## src/hw/rtl/fixed_point_matrix_multiply_accumulate_unit_defines.svh

```systemverilog
// ----------------------------------------------------------------------------
// Assertion macros for the fixed-point matrix multiply-accumulate unit
// Property checks are active in simulation and empty in synthesis.
// ----------------------------------------------------------------------------
`ifndef FIXED_POINT_MATRIX_MULTIPLY_ACCUMULATE_UNIT_DEFINES_SVH
`define FIXED_POINT_MATRIX_MULTIPLY_ACCUMULATE_UNIT_DEFINES_SVH

`ifndef SYNTHESIS

// Checks that a condition holds whenever its antecedent holds in the same cycle.
`define FPMMA_ASSERT_SAME(lbl, clk, rst, ante, cons, msg) \
   lbl: assert property (@(posedge clk) disable iff (rst) (ante) |-> (cons)) \
      else $error(msg);

// Checks that a condition holds in the cycle after its antecedent.
`define FPMMA_ASSERT_NEXT(lbl, clk, rst, ante, cons, msg) \
   lbl: assert property (@(posedge clk) disable iff (rst) (ante) |=> (cons)) \
      else $error(msg);

`else

`define FPMMA_ASSERT_SAME(lbl, clk, rst, ante, cons, msg)
`define FPMMA_ASSERT_NEXT(lbl, clk, rst, ante, cons, msg)

`endif

`endif

```

## src/hw/rtl/fpmma_pkg.sv

```systemverilog
// ----------------------------------------------------------------------------
// fpmma_pkg
// Shared constants, codes and command types of the matrix multiply-accumulate
// unit.
// ----------------------------------------------------------------------------
package fpmma_pkg;

   // Matrix geometry and number format
   localparam int MAX_DIM   = 8;
   localparam int FRAC_BITS = 8;
   localparam int DATA_W    = 32;
   localparam int DEPTH     = MAX_DIM * MAX_DIM;
   localparam int ADDR_W    = $clog2(DEPTH);
   localparam int IDX_W     = $clog2(MAX_DIM);
   localparam int DIM_W     = $clog2(MAX_DIM + 1);

   // Fixed field widths of the stream and register interfaces
   localparam int FIELD_IDX_W = 3;
   localparam int OP_W        = 2;
   localparam int REG_W       = 4;
   localparam int CSR_DATA_W  = 32;
   localparam int CSR_ADDR_W  = 4;
   localparam int TDATA_W     = 40;
   localparam int TDATA_PAD_W = TDATA_W - DATA_W - 2 * FIELD_IDX_W;

   // Field positions inside the request and response tdata words
   localparam int REQ_ROW_LSB = 0;
   localparam int REQ_COL_LSB = FIELD_IDX_W;
   localparam int REQ_VAL_LSB = 2 * FIELD_IDX_W;
   localparam int RSP_ROW_LSB = DATA_W;
   localparam int RSP_COL_LSB = DATA_W + FIELD_IDX_W;

   // Request operation codes
   typedef enum logic [OP_W-1:0] {
      OP_LOAD_A  = 2'd0,
      OP_LOAD_B  = 2'd1,
      OP_LOAD_C  = 2'd2,
      OP_COMPUTE = 2'd3
   } op_type;

   // Configuration register indexes
   typedef enum logic [1:0] {
      REG_ROWS_M  = 2'd0,
      REG_COLS_N  = 2'd1,
      REG_INNER_K = 2'd2
   } reg_type;

   // Commands from the controller to the datapath
   typedef struct packed {
      logic             ld_en;
      logic             c_rd;
      logic             mac_rd;
      logic             acc_init;
      logic             wr_back;
      logic             last;
      logic [IDX_W-1:0] row_idx;
      logic [IDX_W-1:0] col_idx;
      logic [IDX_W-1:0] inner_idx;
   } dp_cmd_type;

   // Column-major store address of an element
   function automatic logic [ADDR_W-1:0] addr_of(input logic [FIELD_IDX_W-1:0] row,
                                                input logic [FIELD_IDX_W-1:0] col);
      return ADDR_W'(int'(col) * MAX_DIM + int'(row));
   endfunction

endpackage

```

## src/hw/rtl/fpmma_ctrl.sv

```systemverilog
// ----------------------------------------------------------------------------
// fpmma_ctrl
// Controller that accepts request items and sequences the multiply-accumulate
// walk over the result entries and the inner dimension.
// ----------------------------------------------------------------------------
module fpmma_ctrl
   import fpmma_pkg::*;
(
   input  logic             clock,
   input  logic             reset,
   input  logic             req_tvalid,
   output logic             req_tready,
   input  op_type           req_op,
   input  logic [DIM_W-1:0] rows_dim,
   input  logic [DIM_W-1:0] cols_dim,
   input  logic [DIM_W-1:0] inner_dim,
   input  logic             out_free,
   output dp_cmd_type       dp_cmd
);

   typedef enum logic [2:0] {
      ST_IDLE,
      ST_LOAD_C,
      ST_MAC,
      ST_DRAIN1,
      ST_DRAIN2,
      ST_WRITE
   } state_type;

   state_type        state_ff, state_in;
   logic [IDX_W-1:0] row_ff, row_in;
   logic [IDX_W-1:0] col_ff, col_in;
   logic [IDX_W-1:0] inner_ff, inner_in;
   logic             row_last, col_last, inner_last;

   // End-of-range flags for the three loop counters
   assign row_last   = (DIM_W'(row_ff) + DIM_W'(1)) == rows_dim;
   assign col_last   = (DIM_W'(col_ff) + DIM_W'(1)) == cols_dim;
   assign inner_last = (DIM_W'(inner_ff) + DIM_W'(1)) == inner_dim;

   // Next-state logic: column outer, row inner, inner dimension innermost
   always_comb begin
      state_in = state_ff;
      row_in   = row_ff;
      col_in   = col_ff;
      inner_in = inner_ff;
      case (state_ff)
         ST_IDLE: begin
            if (req_tvalid && req_op == OP_COMPUTE) begin
               row_in   = '0;
               col_in   = '0;
               state_in = ST_LOAD_C;
            end
         end
         ST_LOAD_C: begin
            inner_in = '0;
            state_in = ST_MAC;
         end
         ST_MAC: begin
            inner_in = inner_ff + IDX_W'(1);
            if (inner_last) begin
               state_in = ST_DRAIN1;
            end
         end
         ST_DRAIN1: begin
            state_in = ST_DRAIN2;
         end
         ST_DRAIN2: begin
            state_in = ST_WRITE;
         end
         ST_WRITE: begin
            if (out_free) begin
               if (row_last) begin
                  row_in = '0;
                  if (col_last) begin
                     state_in = ST_IDLE;
                  end else begin
                     col_in   = col_ff + IDX_W'(1);
                     state_in = ST_LOAD_C;
                  end
               end else begin
                  row_in   = row_ff + IDX_W'(1);
                  state_in = ST_LOAD_C;
               end
            end
         end
         default: begin
            state_in = ST_IDLE;
         end
      endcase
   end

   // State and counters
   always_ff @(posedge clock) begin
      if (reset) begin
         state_ff <= ST_IDLE;
         row_ff   <= '0;
         col_ff   <= '0;
         inner_ff <= '0;
      end else begin
         state_ff <= state_in;
         row_ff   <= row_in;
         col_ff   <= col_in;
         inner_ff <= inner_in;
      end
   end

   // Requests are taken only between compute runs
   assign req_tready = (state_ff == ST_IDLE);

   // Datapath commands
   always_comb begin
      dp_cmd.ld_en     = req_tvalid && req_tready && (req_op != OP_COMPUTE);
      dp_cmd.c_rd      = (state_ff == ST_LOAD_C);
      dp_cmd.mac_rd    = (state_ff == ST_MAC);
      dp_cmd.acc_init  = (state_ff == ST_MAC) && (inner_ff == '0);
      dp_cmd.wr_back   = (state_ff == ST_WRITE) && out_free;
      dp_cmd.last      = row_last && col_last;
      dp_cmd.row_idx   = row_ff;
      dp_cmd.col_idx   = col_ff;
      dp_cmd.inner_idx = inner_ff;
   end

endmodule

```

## config.mk

```make
export PLATFORM = sky130hd
export DESIGN_NAME = fpmma_ctrl
export DESIGN_NICKNAME = d
export VERILOG_FILES = /design/src/hw/rtl/fixed_point_matrix_multiply_accumulate_unit_defines.svh /design/src/hw/rtl/fpmma_pkg.sv /design/src/hw/rtl/fpmma_ctrl.sv
export SDC_FILE = /design/constraint.sdc
export NUM_CORES = 1
export LEC_CHECK = 0
export ABC_AREA = 1
export BUFFER_PORTS_ARGS = -buffer_cell sky130_fd_sc_hd__buf_2
export CAP_MARGIN = 20
export CORE_AREA = 8 8 54 56
export DETAILED_ROUTE_END_ITERATION = 8
export DIE_AREA = 0 0 62 64
export GPL_TIMING_DRIVEN = 0
export MAX_ROUTING_LAYER = met4
export PLACE_DENSITY_LB_ADDON = 0.08
export SLEW_MARGIN = 20
export SYNTH_ARGS = -nofsm -noshare
export SYNTH_HDL_FRONTEND = slang
export SYNTH_SLANG_ARGS = --single-unit
```

## constraint.sdc

```tcl
create_clock -name clock -period 1.73 [get_ports clock]
set_clock_uncertainty 0.05 [all_clocks]
set_input_delay 0.0865 -clock clock [delete_from_list [all_inputs] [get_ports clock]]
set_output_delay 0.0865 -clock clock [all_outputs]
set_load 0.02 [all_outputs]
```

After elaboration in Yosys (flattened, before gate mapping)
Cells that the tools add are included.

Input port bits: 18. Word-level logic and storage cells: 53. Output and inout bits: 16. Flip-flop bits (word level): 12.

$add $sub $neg: 6. Mux-type cells: 15. Reductions and logical operators: 13. Equality and inequality tests: 15.

Operator list (count): two-way mux 3 bit (10); case mux 3 bit (2 select lines) (3); case mux 3 bit (6 select lines) (1); adder 3 x 1 -> 4 bit (second input constant) (3); == test 4 bit (3); adder 3 x 1 -> 3 bit (second input constant) (3); inequality test 2 bit (second input constant) (4); == test 3 x 2 -> 1 bit (second input constant) (2); == test 3 bit (second input constant) (2); logical AND 1 bit (6); logical NOT 3 bit (2); AND reduction 3 bit (2); AND reduction 5 bit (1); inequality test 2 x 1 -> 1 bit (second input constant) (2); nonzero test 2 bit (2); == test 3 x 1 -> 1 bit (second input constant) (1); == test 2 bit (second input constant) (1); two-way mux 1 bit (1).

Longest topological paths before layout
Gate-level depths: netlist of the first run.

Depth in word-level cells: 6. Gate-level depth with buffers: 12. Gate-level depth less buffers: 12.

Least setup slack after synthesis of the first run
Ideal clock, no wire load.

Path kind: register -> register. Start point: register inner_ff[0]. End point: register state_ff[0]. Slack: 0.095 ns. Required time: 1.610 ns. Arrival time: 1.516 ns. Cell stages (with the launch flop): 13. Setup time: 0.070 ns. Period minus slack after synthesis: 1.635 ns. Path buffers: 0. Cell sequence: dfxtp_1 inv_1 ha_1 inv_1 nand2_1 nand2_1 nor2_1 nand3_1 nand2_1 nand2_1 nor2_1 nand2_1 a21oi_1.

Cells in the longest elaborated chain, start to end: 4.

RTL lines: start: declaration (RTL line fpmma_ctrl.sv:33) `logic [IDX_W-1:0] inner_ff, inner_in;`; start signal: assignment (RTL line fpmma_ctrl.sv:104) `inner_ff <= inner_in;`; adder 3 x 1 -> 4 bit (RTL line fpmma_ctrl.sv:39) `assign inner_last = (DIM_W'(inner_ff) + DIM_W'(1)) == inner_dim;`; == test 4 bit (RTL line fpmma_ctrl.sv:39); inequality test 2 x 1 -> 1 bit (no source line); AND reduction 3 bit (no source line); end signal: assignment (RTL line fpmma_ctrl.sv:101) `state_ff <= state_in;`; end: declaration (RTL line fpmma_ctrl.sv:30) `state_type state_ff, state_in;`.

Every way passes these cells. A chain may end at the register's enable or synchronous reset.

==> results.json, run 1 <==
{
  "status": "finished with violations",
  "failed_checks": "setup timing",
  "synthCells": 172,
  "track_usage_pct": 13.9,
  "viasPerCell": 4.85,
  "final_cell_mix": "nand2_1, inv_1, buf_2",
  "relSlewSlack_pct": 74.9,
  "path_max_fanout": 3,
  "die_x_um": 62,
  "coreArea_um2": 2110,
  "grt_pass1_vias": 1101,
  "cp_cell_sequence": "ha_4, inv_2, nand2_1, nand2_1, nor2_2, nand2_1, nor2_2, nand2_2, inv_2, buf_6",
  "rows": 17,
  "crit_slowest_cell": "dfxtp_4",
  "drt_iter0_drc": 33,
  "finalPower_mw": 1.10,
  "ys_ff_latch": 12,
  "cts.path.max_buffers": 2,
  "critPathCaptureType": "primary output",
  "required_ns": 1.59,
  "peakVddDrop_mv": 0.768,
  "antenna_found_initial": 0,
  "final_common_cell": "nand2_1",
  "cts_tree": "yes",
  "max_stage_delay_ns": 0.36,
  "p_leak_nw": 0.704,
  "finalCriticalPeriod_ns": 1.75,
  "syn_nets": 194,
  "crit_arrival_ns": 1.61,
  "hold_violations": 0,
  "ant_nets": 0,
  "port_buffers": 32,
  "seqCellArea_um2": 258,
  "tightestPinTransition_ns": 0.375,
  "finalSetupViolCount": 1,
  "area_growth_syn_to_layout_pct": 34.9,
  "setup_ws_ns": -0.0184,
  "start_util_pct": 46.9,
  "max_freq_mhz": 572,
  "post-route-drc-count": 0,
  "antennaDiodeCount": 0,
  "grt_max_degree": 11,
  "grt_pass1_wl_mm": 4.28,
  "ios": 34,
  "finalMaxSlewViolations": 0,
  "route.vias.total": 1174,
  "drive_gt1_share_pct": 33.2,
  "fill_cells": 194,
  "crit_type": "register to primary output",
  "path_common_cell": "nand2_1",
  "p_per_area_nw_per_um2": 826,
  "syn_area_per_cell_um2": 5.74,
  "fin_crit_sh_pct": 101,
  "yosysWarnings": 0,
  "clock_sinks": 12,
  "clk_latency_ns": 0.28,
  "gp_congestion": 0.815,
  "placed_area_um2": 1180,
  "drt-total-wl_mm": 2.59,
  "wire_per_inst_um": 10.7,
  "die_height_um": 64,
  "hp-class": "input port to register",
  "htreeDepth": 1,
  "cts_buffers": 3,
  "dr.pass1.iters": 4,
  "fin_area_um2": 1330,
  "synthDistinctLibCells": 20,
  "nNetsFinal": 237,
  "grt.overflow.total": 0,
  "synth-seq-area-share_pct": 24.3,
  "syn_area_um2": 987,
  "rsz0062_at_grt": "true",
  "clockRootBuffer": "clkbuf_4",
  "worst_setup_path_start_kind": "register",
  "cap_violations": 0,
  "fin_tns_setup_ns": -0.0184,
  "multiInputGateArea_um2": 642,
  "die_area_um2": 3970,
  "path_clk_slew_ns": 0.08,
  "dpl.hpwl_mm": 2.02
}
per-stage QoR:
step / hold slack [ns] / instances / worst slack (ns) / util (%)
2_1_floorplan: 0.252 / 172 / 0.0947 / -
3_3_place_gp: 0.294 / 232 / 0.0565 / 56.1
3_5_place_dp: 0.296 / 232 / 0.0212 / 56.1
4_1_cts: 0.0840 / 241 / -0.0118 / 62.2
5_1_grt: 0.106 / 242 / -0.0969 / 63.2
6_report: 0.0879 / 242 / -0.0184 / 63.2
final timing paths:
check | start | endpoint | slack [ns] | depth (start not counted)
max reg2reg | row_ff[0]$_SDFFE_PP0P_ | col_ff[2]$_SDFFE_PP0P_ | 0.07 | 11
max | row_ff[0]$_SDFFE_PP0P_ | dp_cmd[9] | -0.02 | 10
min | out_free | state_ff[2]$_SDFFE_PP0P_ | 0.09 | 4
min reg2reg | inner_ff[0]$_SDFFE_PP0P_ | inner_ff[0]$_SDFFE_PP0P_ | 0.45 | 1
where the power goes:
group | internal [mW] | leakage [nW] | switching, mW
clock network | 0.128 | 0.0210 | 0.0988
logic | 0.180 | 0.582 | 0.338
registers | 0.307 | 0.101 | 0.0473
total | 0.615 | 0.704 | 0.485
critical path, delay by kind of cell, from the launching register on:
kind | cells | cell delay, ns
AND/OR/NAND/NOR | 6 | 0.51
flip-flops | 1 | 0.36
adder cells (fa/ha/maj) | 1 | 0.27
buffers and inverters | 3 | 0.20
layer usage:
layer	vias to the layer above	part of all wire, %	GRT usage (%)
met3	2	4.7	4.20
met5	-	0	-
met4	0	0.66	4.27
li1	620	-	-
met2	19	53	24.7
met1	533	41	13.8
state kept, by name, indices dropped and copies added, names as in the netlist:
signal	cells
row_ff	3
state_ff	3
inner_ff	3
col_ff	3
kinds of logic (layout without fill, tap and decap cells):
family,after synthesis,in the layout,share of synthesized area [%]
flops,12,12,24.3
fa+ha+maj,4,4,5.07
xor+xnor,2,2,1.77
buf+inv,38,80,14.8
simple gates,99,99,44.2
compound gates,17,17,9.76
cells in the mapped netlist, drive strengths merged:
cell	n	area share, %
a21oi	13	7.7
buf	1	0.76
dfxtp	12	24
ha	4	5.1
inv	37	14
nand2	61	24
nand3	17	9.1
nand4	5	3.2
nor2	15	6.7
nor3	1	1.0
o21ai	4	2.0
xnor2	1	0.89
xor2	1	0.89
area by class of cell:
cell class / count / share of cell area (%)
Sequential cell: 12 / 19.4
Buffer: 1 / 0.564
Clock buffer: 4 / 2.73
Multi-Input combinational cell: 122 / 48.2
Timing Repair Buffer: 38 / 16.1
Tap cell: 28 / 2.63
Inverter: 37 / 10.4
timing repair:
action	in CTS	in global routing
buffers inserted	4	1
pin swaps	7	2
resized for setup	15	7
hold buffers	1	0
endpoints found under the setup margin	2	3
hold endpoints to repair	3	0
Note: power is estimated with default switching activity, not from simulation.
==> run 2: changes to the inputs <==
- HOLD_SLACK_MARGIN: unset -> 0.06
- SKIP_CTS_REPAIR_TIMING: unset -> 1
==> run 2 against run 1 <==
The flow still finishes with violations (setup timing). Cell area shrank 0.19%. Sequential cell count is the same. First-iteration DRC count is 21% higher. Core utilization down 0.12 points. Via count fell by 0.51%. Worst hold slack about the same. Combinational power hardly changed.
==> results.json, run 2 (synthesis gave the netlist of run 1 again) <==
{
  "rsz0062_at_grt": "true",
  "max_freq_mhz": 575,
  "ant_nets": 0,
  "hp-class": "input port to register",
  "critPathCaptureType": "primary output",
  "wire_per_inst_um": 10.6,
  "required_ns": 1.59,
  "path_clk_slew_ns": 0.08,
  "finalMaxSlewViolations": 0,
  "clock_sinks": 12,
  "nNetsFinal": 237,
  "switching_power_mw": 0.481,
  "finalCriticalPeriod_ns": 1.74,
  "holdCritStartpoint": "out_free",
  "relSlewSlack_pct": 74.1,
  "drt-total-wl_mm": 2.57,
  "tightestPinTransition_ns": 0.386,
  "antennaDiodeCount": 0,
  "final_cell_mix": "nand2_1, inv_1, buf_2",
  "final_util_pct": 63.1,
  "coreArea_um2": 2110,
  "cts.path.max_buffers": 2,
  "start_util_pct": 46.9,
  "hold_violations": 0,
  "grt_pass1_vias": 1076,
  "p_leak_nw": 0.705,
  "drive_gt1_share_pct": 32.7,
  "ios": 34,
  "cap_violations": 0,
  "grt_max_degree": 11,
  "clk_latency_ns": 0.27,
  "crit_arrival_ns": 1.60,
  "dr.pass1.iters": 4,
  "rows": 17,
  "placed_area_um2": 1180,
  "status": "finished with violations",
  "antenna_found_initial": 0,
  "seqCellArea_um2": 258,
  "fin_tns_setup_ns": -0.0104,
  "gp_congestion": 0.815,
  "die_area_um2": 3970,
  "failed_checks": "setup timing",
  "drt_iter0_drc": 40,
  "final_common_cell": "nand2_1",
  "multiInputGateArea_um2": 639,
  "worst_setup_path_start_kind": "register",
  "fin_crit_sh_pct": 101,
  "grt.overflow.total": 0,
  "r2r-start": "col_ff[0]$_SDFFE_PP0P_",
  "finalSetupViolCount": 1,
  "grt_pass1_wl_mm": 4.17,
  "route.vias.total": 1168,
  "die_height_um": 64,
  "worst_hold_slack_ns": 0.0879,
  "viasPerCell": 4.83,
  "crit_type": "register to primary output",
  "fill_cells": 197,
  "power.internal_mw": 0.613,
  "port_buffers": 32,
  "die_x_um": 62,
  "p_per_area_nw_per_um2": 824,
  "track_usage_pct": 13.5,
  "fin_area_um2": 1330,
  "htreeDepth": 1,
  "swShare_pct": 44.0,
  "reg2reg_slack_ns": 0.11,
  "cts_buffers": 3,
  "pwr-share-comb_pct": 47.2,
  "clock_power_share_pct": 20.4,
  "clockRootBuffer": "clkbuf_4",
  "power_frac_seq_pct": 32.4,
  "r2r-end": "col_ff[2]$_SDFFE_PP0P_",
  "min_path_cells": 4,
  "setup_ws_ns": -0.0104,
  "finalPower_mw": 1.09,
  "hold_end": "state_ff[2]$_SDFFE_PP0P_",
  "post-route-drc-count": 0,
  "path_max_fanout": 5,
  "area_growth_syn_to_layout_pct": 34.6,
  "cts_tree": "yes",
  "worst_r2r_path_depth": 10,
  "peakVddDrop_mv": 0.791,
  "dpl.hpwl_mm": 2.02
}
-- run 2: cell type report --
cell class / count / area share [%]
multi-input combinational: 122 / 48.1
timing repair buffer: 38 / 16.1
sequential: 12 / 19.4
clock buffer: 4 / 2.73
tap: 28 / 2.64
buffer: 1 / 0.565
inverter: 37 / 10.5
-- run 2: how the worst max path moves through the flow --
stage | endpoint | depth (start not counted) | slack [ns] | from
finish | dp_cmd[9] | 10 | -0.01 | row_ff[0]$_SDFFE_PP0P_
global route | dp_cmd[9] | 10 | -0.10 | row_ff[0]$_SDFFE_PP0P_
detailed placement | state_ff[0]$_SDFFE_PP0P_ | 12 | 0.02 | inner_ff[0]$_SDFFE_PP0P_
CTS | dp_cmd[9] | 10 | -0.16 | row_ff[0]$_SDFFE_PP0P_
floorplan | state_ff[0]$_SDFFE_PP0P_ | 12 | 0.09 | inner_ff[0]$_SDFFE_PP0P_
global placement | state_ff[0]$_SDFFE_PP0P_ | 12 | 0.06 | inner_ff[0]$_SDFFE_PP0P_
-- run 2: worst max-delay path, stage by stage, from the launching register on --
cell and delay, ns:
dfxtp_4 0.37, ha_4 0.27, inv_2 0.03, nand2_1 0.04, nand2_1 0.06, nor2_2 0.11
nand2_1 0.08, nor2_2 0.13, nand2_2 0.08, inv_2 0.06, buf_6 0.10
-- run 2: per-stage QoR --
stage                     instances  worst slack (ns)
after floorplan                 172            0.0947
after global placement          232            0.0565
after detailed placement        232            0.0212
after CTS                       236            -0.162
after global routing            242            -0.105
final                           242           -0.0104
-- run 2: routing by layer --
metal / track usage (%) / routed length [um]
met1: 13.3 / 1040
met2: 24.1 / 1380
met3: 4.20 / 135
met4: 4.27 / 17
met5: - / 0
-- run 2: power groups by stage --
stage	clock [mW]	sequential [mW]	combinational (mW)
global route	0.247	0.361	0.576
CTS	0.232	0.357	0.513
global placement	0	0.360	0.500
detailed placement	0	0.363	0.510
floorplan	0	0.374	0.359
finish	0.224	0.355	0.516
==> run 3: changes to the inputs <==
- ABC_CLOCK_PERIOD_IN_PS: unset -> 1730
- GPL_TIMING_DRIVEN: 0 -> unset
==> run 3 against run 2 <==
The flow now finishes without violations. Power down 3.5%. Clock power down 21%. Worst hold slack worse by 0.0046 ns. Core utilization up 0.24 points. Combinational power up 4.1%. Via count down 0.86%. Cell area up 0.38%. Maximum frequency up 1.9%. Clock-buffer cell count down 1. Sequential cell count unchanged. First-iteration DRC count down 13%. Largest cell class unchanged.
==> results.json, run 3 (synthesis gave the netlist of run 1 again) <==
{
  "finalMaxSlewViolations": 0,
  "port_buffers": 33,
  "clk_latency_ns": 0.28,
  "antennaDiodeCount": 0,
  "cts_buffers": 3,
  "path_clk_slew_ns": 0.08,
  "crit_path_start": "row_ff[1]$_SDFFE_PP0P_",
  "relSlewSlack_pct": 75.5,
  "tightestPinTransition_ns": 0.366,
  "r2r-end": "col_ff[0]$_SDFFE_PP0P_",
  "ant_nets": 0,
  "critPathCaptureType": "primary output",
  "peakVddDrop_mv": 0.661,
  "cts.path.max_buffers": 2,
  "crit_arrival_ns": 1.57,
  "p_leak_nw": 0.717,
  "fin_crit_sh_pct": 98.7,
  "status": "finished clean",
  "nNetsFinal": 240,
  "reg2reg_slack_ns": 0.12,
  "fin_area_um2": 1330,
  "die_area_um2": 3970,
  "drt-total-wl_mm": 2.67,
  "finalSetupViolCount": 0,
  "coreArea_um2": 2110,
  "die_x_um": 62,
  "cap_violations": 0,
  "ios": 34,
  "worst_r2r_path_depth": 11,
  "htreeDepth": 1,
  "grt_pass1_wl_mm": 4.32,
  "rows": 17,
  "setup_ws_ns": 0.0224,
  "hp-class": "input port to register",
  "finalPower_mw": 1.06,
  "dr.pass1.iters": 4,
  "path_max_fanout": 4,
  "crit_type": "register to primary output",
  "start_util_pct": 46.9,
  "track_usage_pct": 14.3,
  "antenna_found_initial": 0,
  "hold_violations": 0,
  "gp_congestion": 0.852,
  "clock_sinks": 12,
  "dpl.hpwl_mm": 2.08,
  "wire_per_inst_um": 10.9,
  "cts_tree": "yes",
  "clockRootBuffer": "clkbuf_4",
  "fill_cells": 216,
  "viasPerCell": 4.75,
  "p_per_area_nw_per_um2": 792,
  "worst_setup_path_start_kind": "register",
  "drive_gt1_share_pct": 32.4,
  "grt.overflow.total": 0,
  "required_ns": 1.59,
  "grt_pass1_vias": 1058,
  "area_growth_syn_to_layout_pct": 35.1,
  "worstSetupEndpoint": "dp_cmd[9]",
  "pre_cts_ws_ns": 0.117,
  "final_common_cell": "nand2_1",
  "post-route-drc-count": 0,
  "placed_area_um2": 1200,
  "grt_max_degree": 11,
  "finalCriticalPeriod_ns": 1.71,
  "max_freq_mhz": 586,
  "rsz0062_at_grt": "true",
  "final_cell_mix": "nand2_1, buf_2, inv_1",
  "fin_tns_setup_ns": 0,
  "route.vias.total": 1158,
  "drt_iter0_drc": 35,
  "die_height_um": 64,
  "r2r-start": "row_ff[1]$_SDFFE_PP0P_"
}
run 3: layout make-up:
type	count	area, um^2	area share (%)
tap	28	35.0	2.63
sequential	12	253	18.9
multi-input combinational	122	643	48.2
inverter	37	139	10.4
clock buffer	3	22.5	1.69
timing repair buffer	42	241	18.1
run 3: worst min path at each step:
| stage | from | to | slack (ns) | depth (start not counted) |
|---|---|---|---|---|
| after floorplan | req_op[0] | dp_cmd[14] | 0.25 | 1 |
| after global placement | reset | state_ff[0]$_SDFFE_PP0P_ | 0.35 | 2 |
| after detailed placement | reset | row_ff[2]$_SDFFE_PP0P_ | 0.36 | 2 |
| after CTS | reset | state_ff[0]$_SDFFE_PP0P_ | 0.05 | 2 |
| after global routing | out_free | state_ff[0]$_SDFFE_PP0P_ | 0.09 | 4 |
| final | out_free | state_ff[2]$_SDFFE_PP0P_ | 0.08 | 4 |
run 3: stage by stage:
step / instances / hold WS [ns] / utilization, %
3_3_place_gp: 235 / 0.350 / 57.1
2_1_floorplan: 172 / 0.252 / -
4_1_cts: 238 / 0.0527 / 58.2
3_5_place_dp: 235 / 0.355 / 57.1
5_1_grt: 244 / 0.0927 / 63.3
6_report: 244 / 0.0833 / 63.3
run 3: critical path: stages, from the launching register on:
cell and delay [ns]:
dfxtp_4 0.37, ha_4 0.27, inv_2 0.03, nand2_1 0.04, nand2_1 0.07, nor2_2 0.11, nand2_1 0.07, nor2_1 0.09
nand2_1 0.08, inv_2 0.06, buf_6 0.11
run 3: metal layers:
metal / GRT usage, % / up-vias / routed length, um
met4: 7.69 / 0 / 63
met2: 24.1 / 26 / 1390
met5: - / - / 0
met1: 14.4 / 502 / 1100
li1: - / 623 / -
met3: 3.60 / 7 / 116
run 3: power breakdown:
part / internal (mW) / switching [mW]
logic: 0.187 / 0.349
registers: 0.304 / 0.0373
clock network: 0.0807 / 0.0975
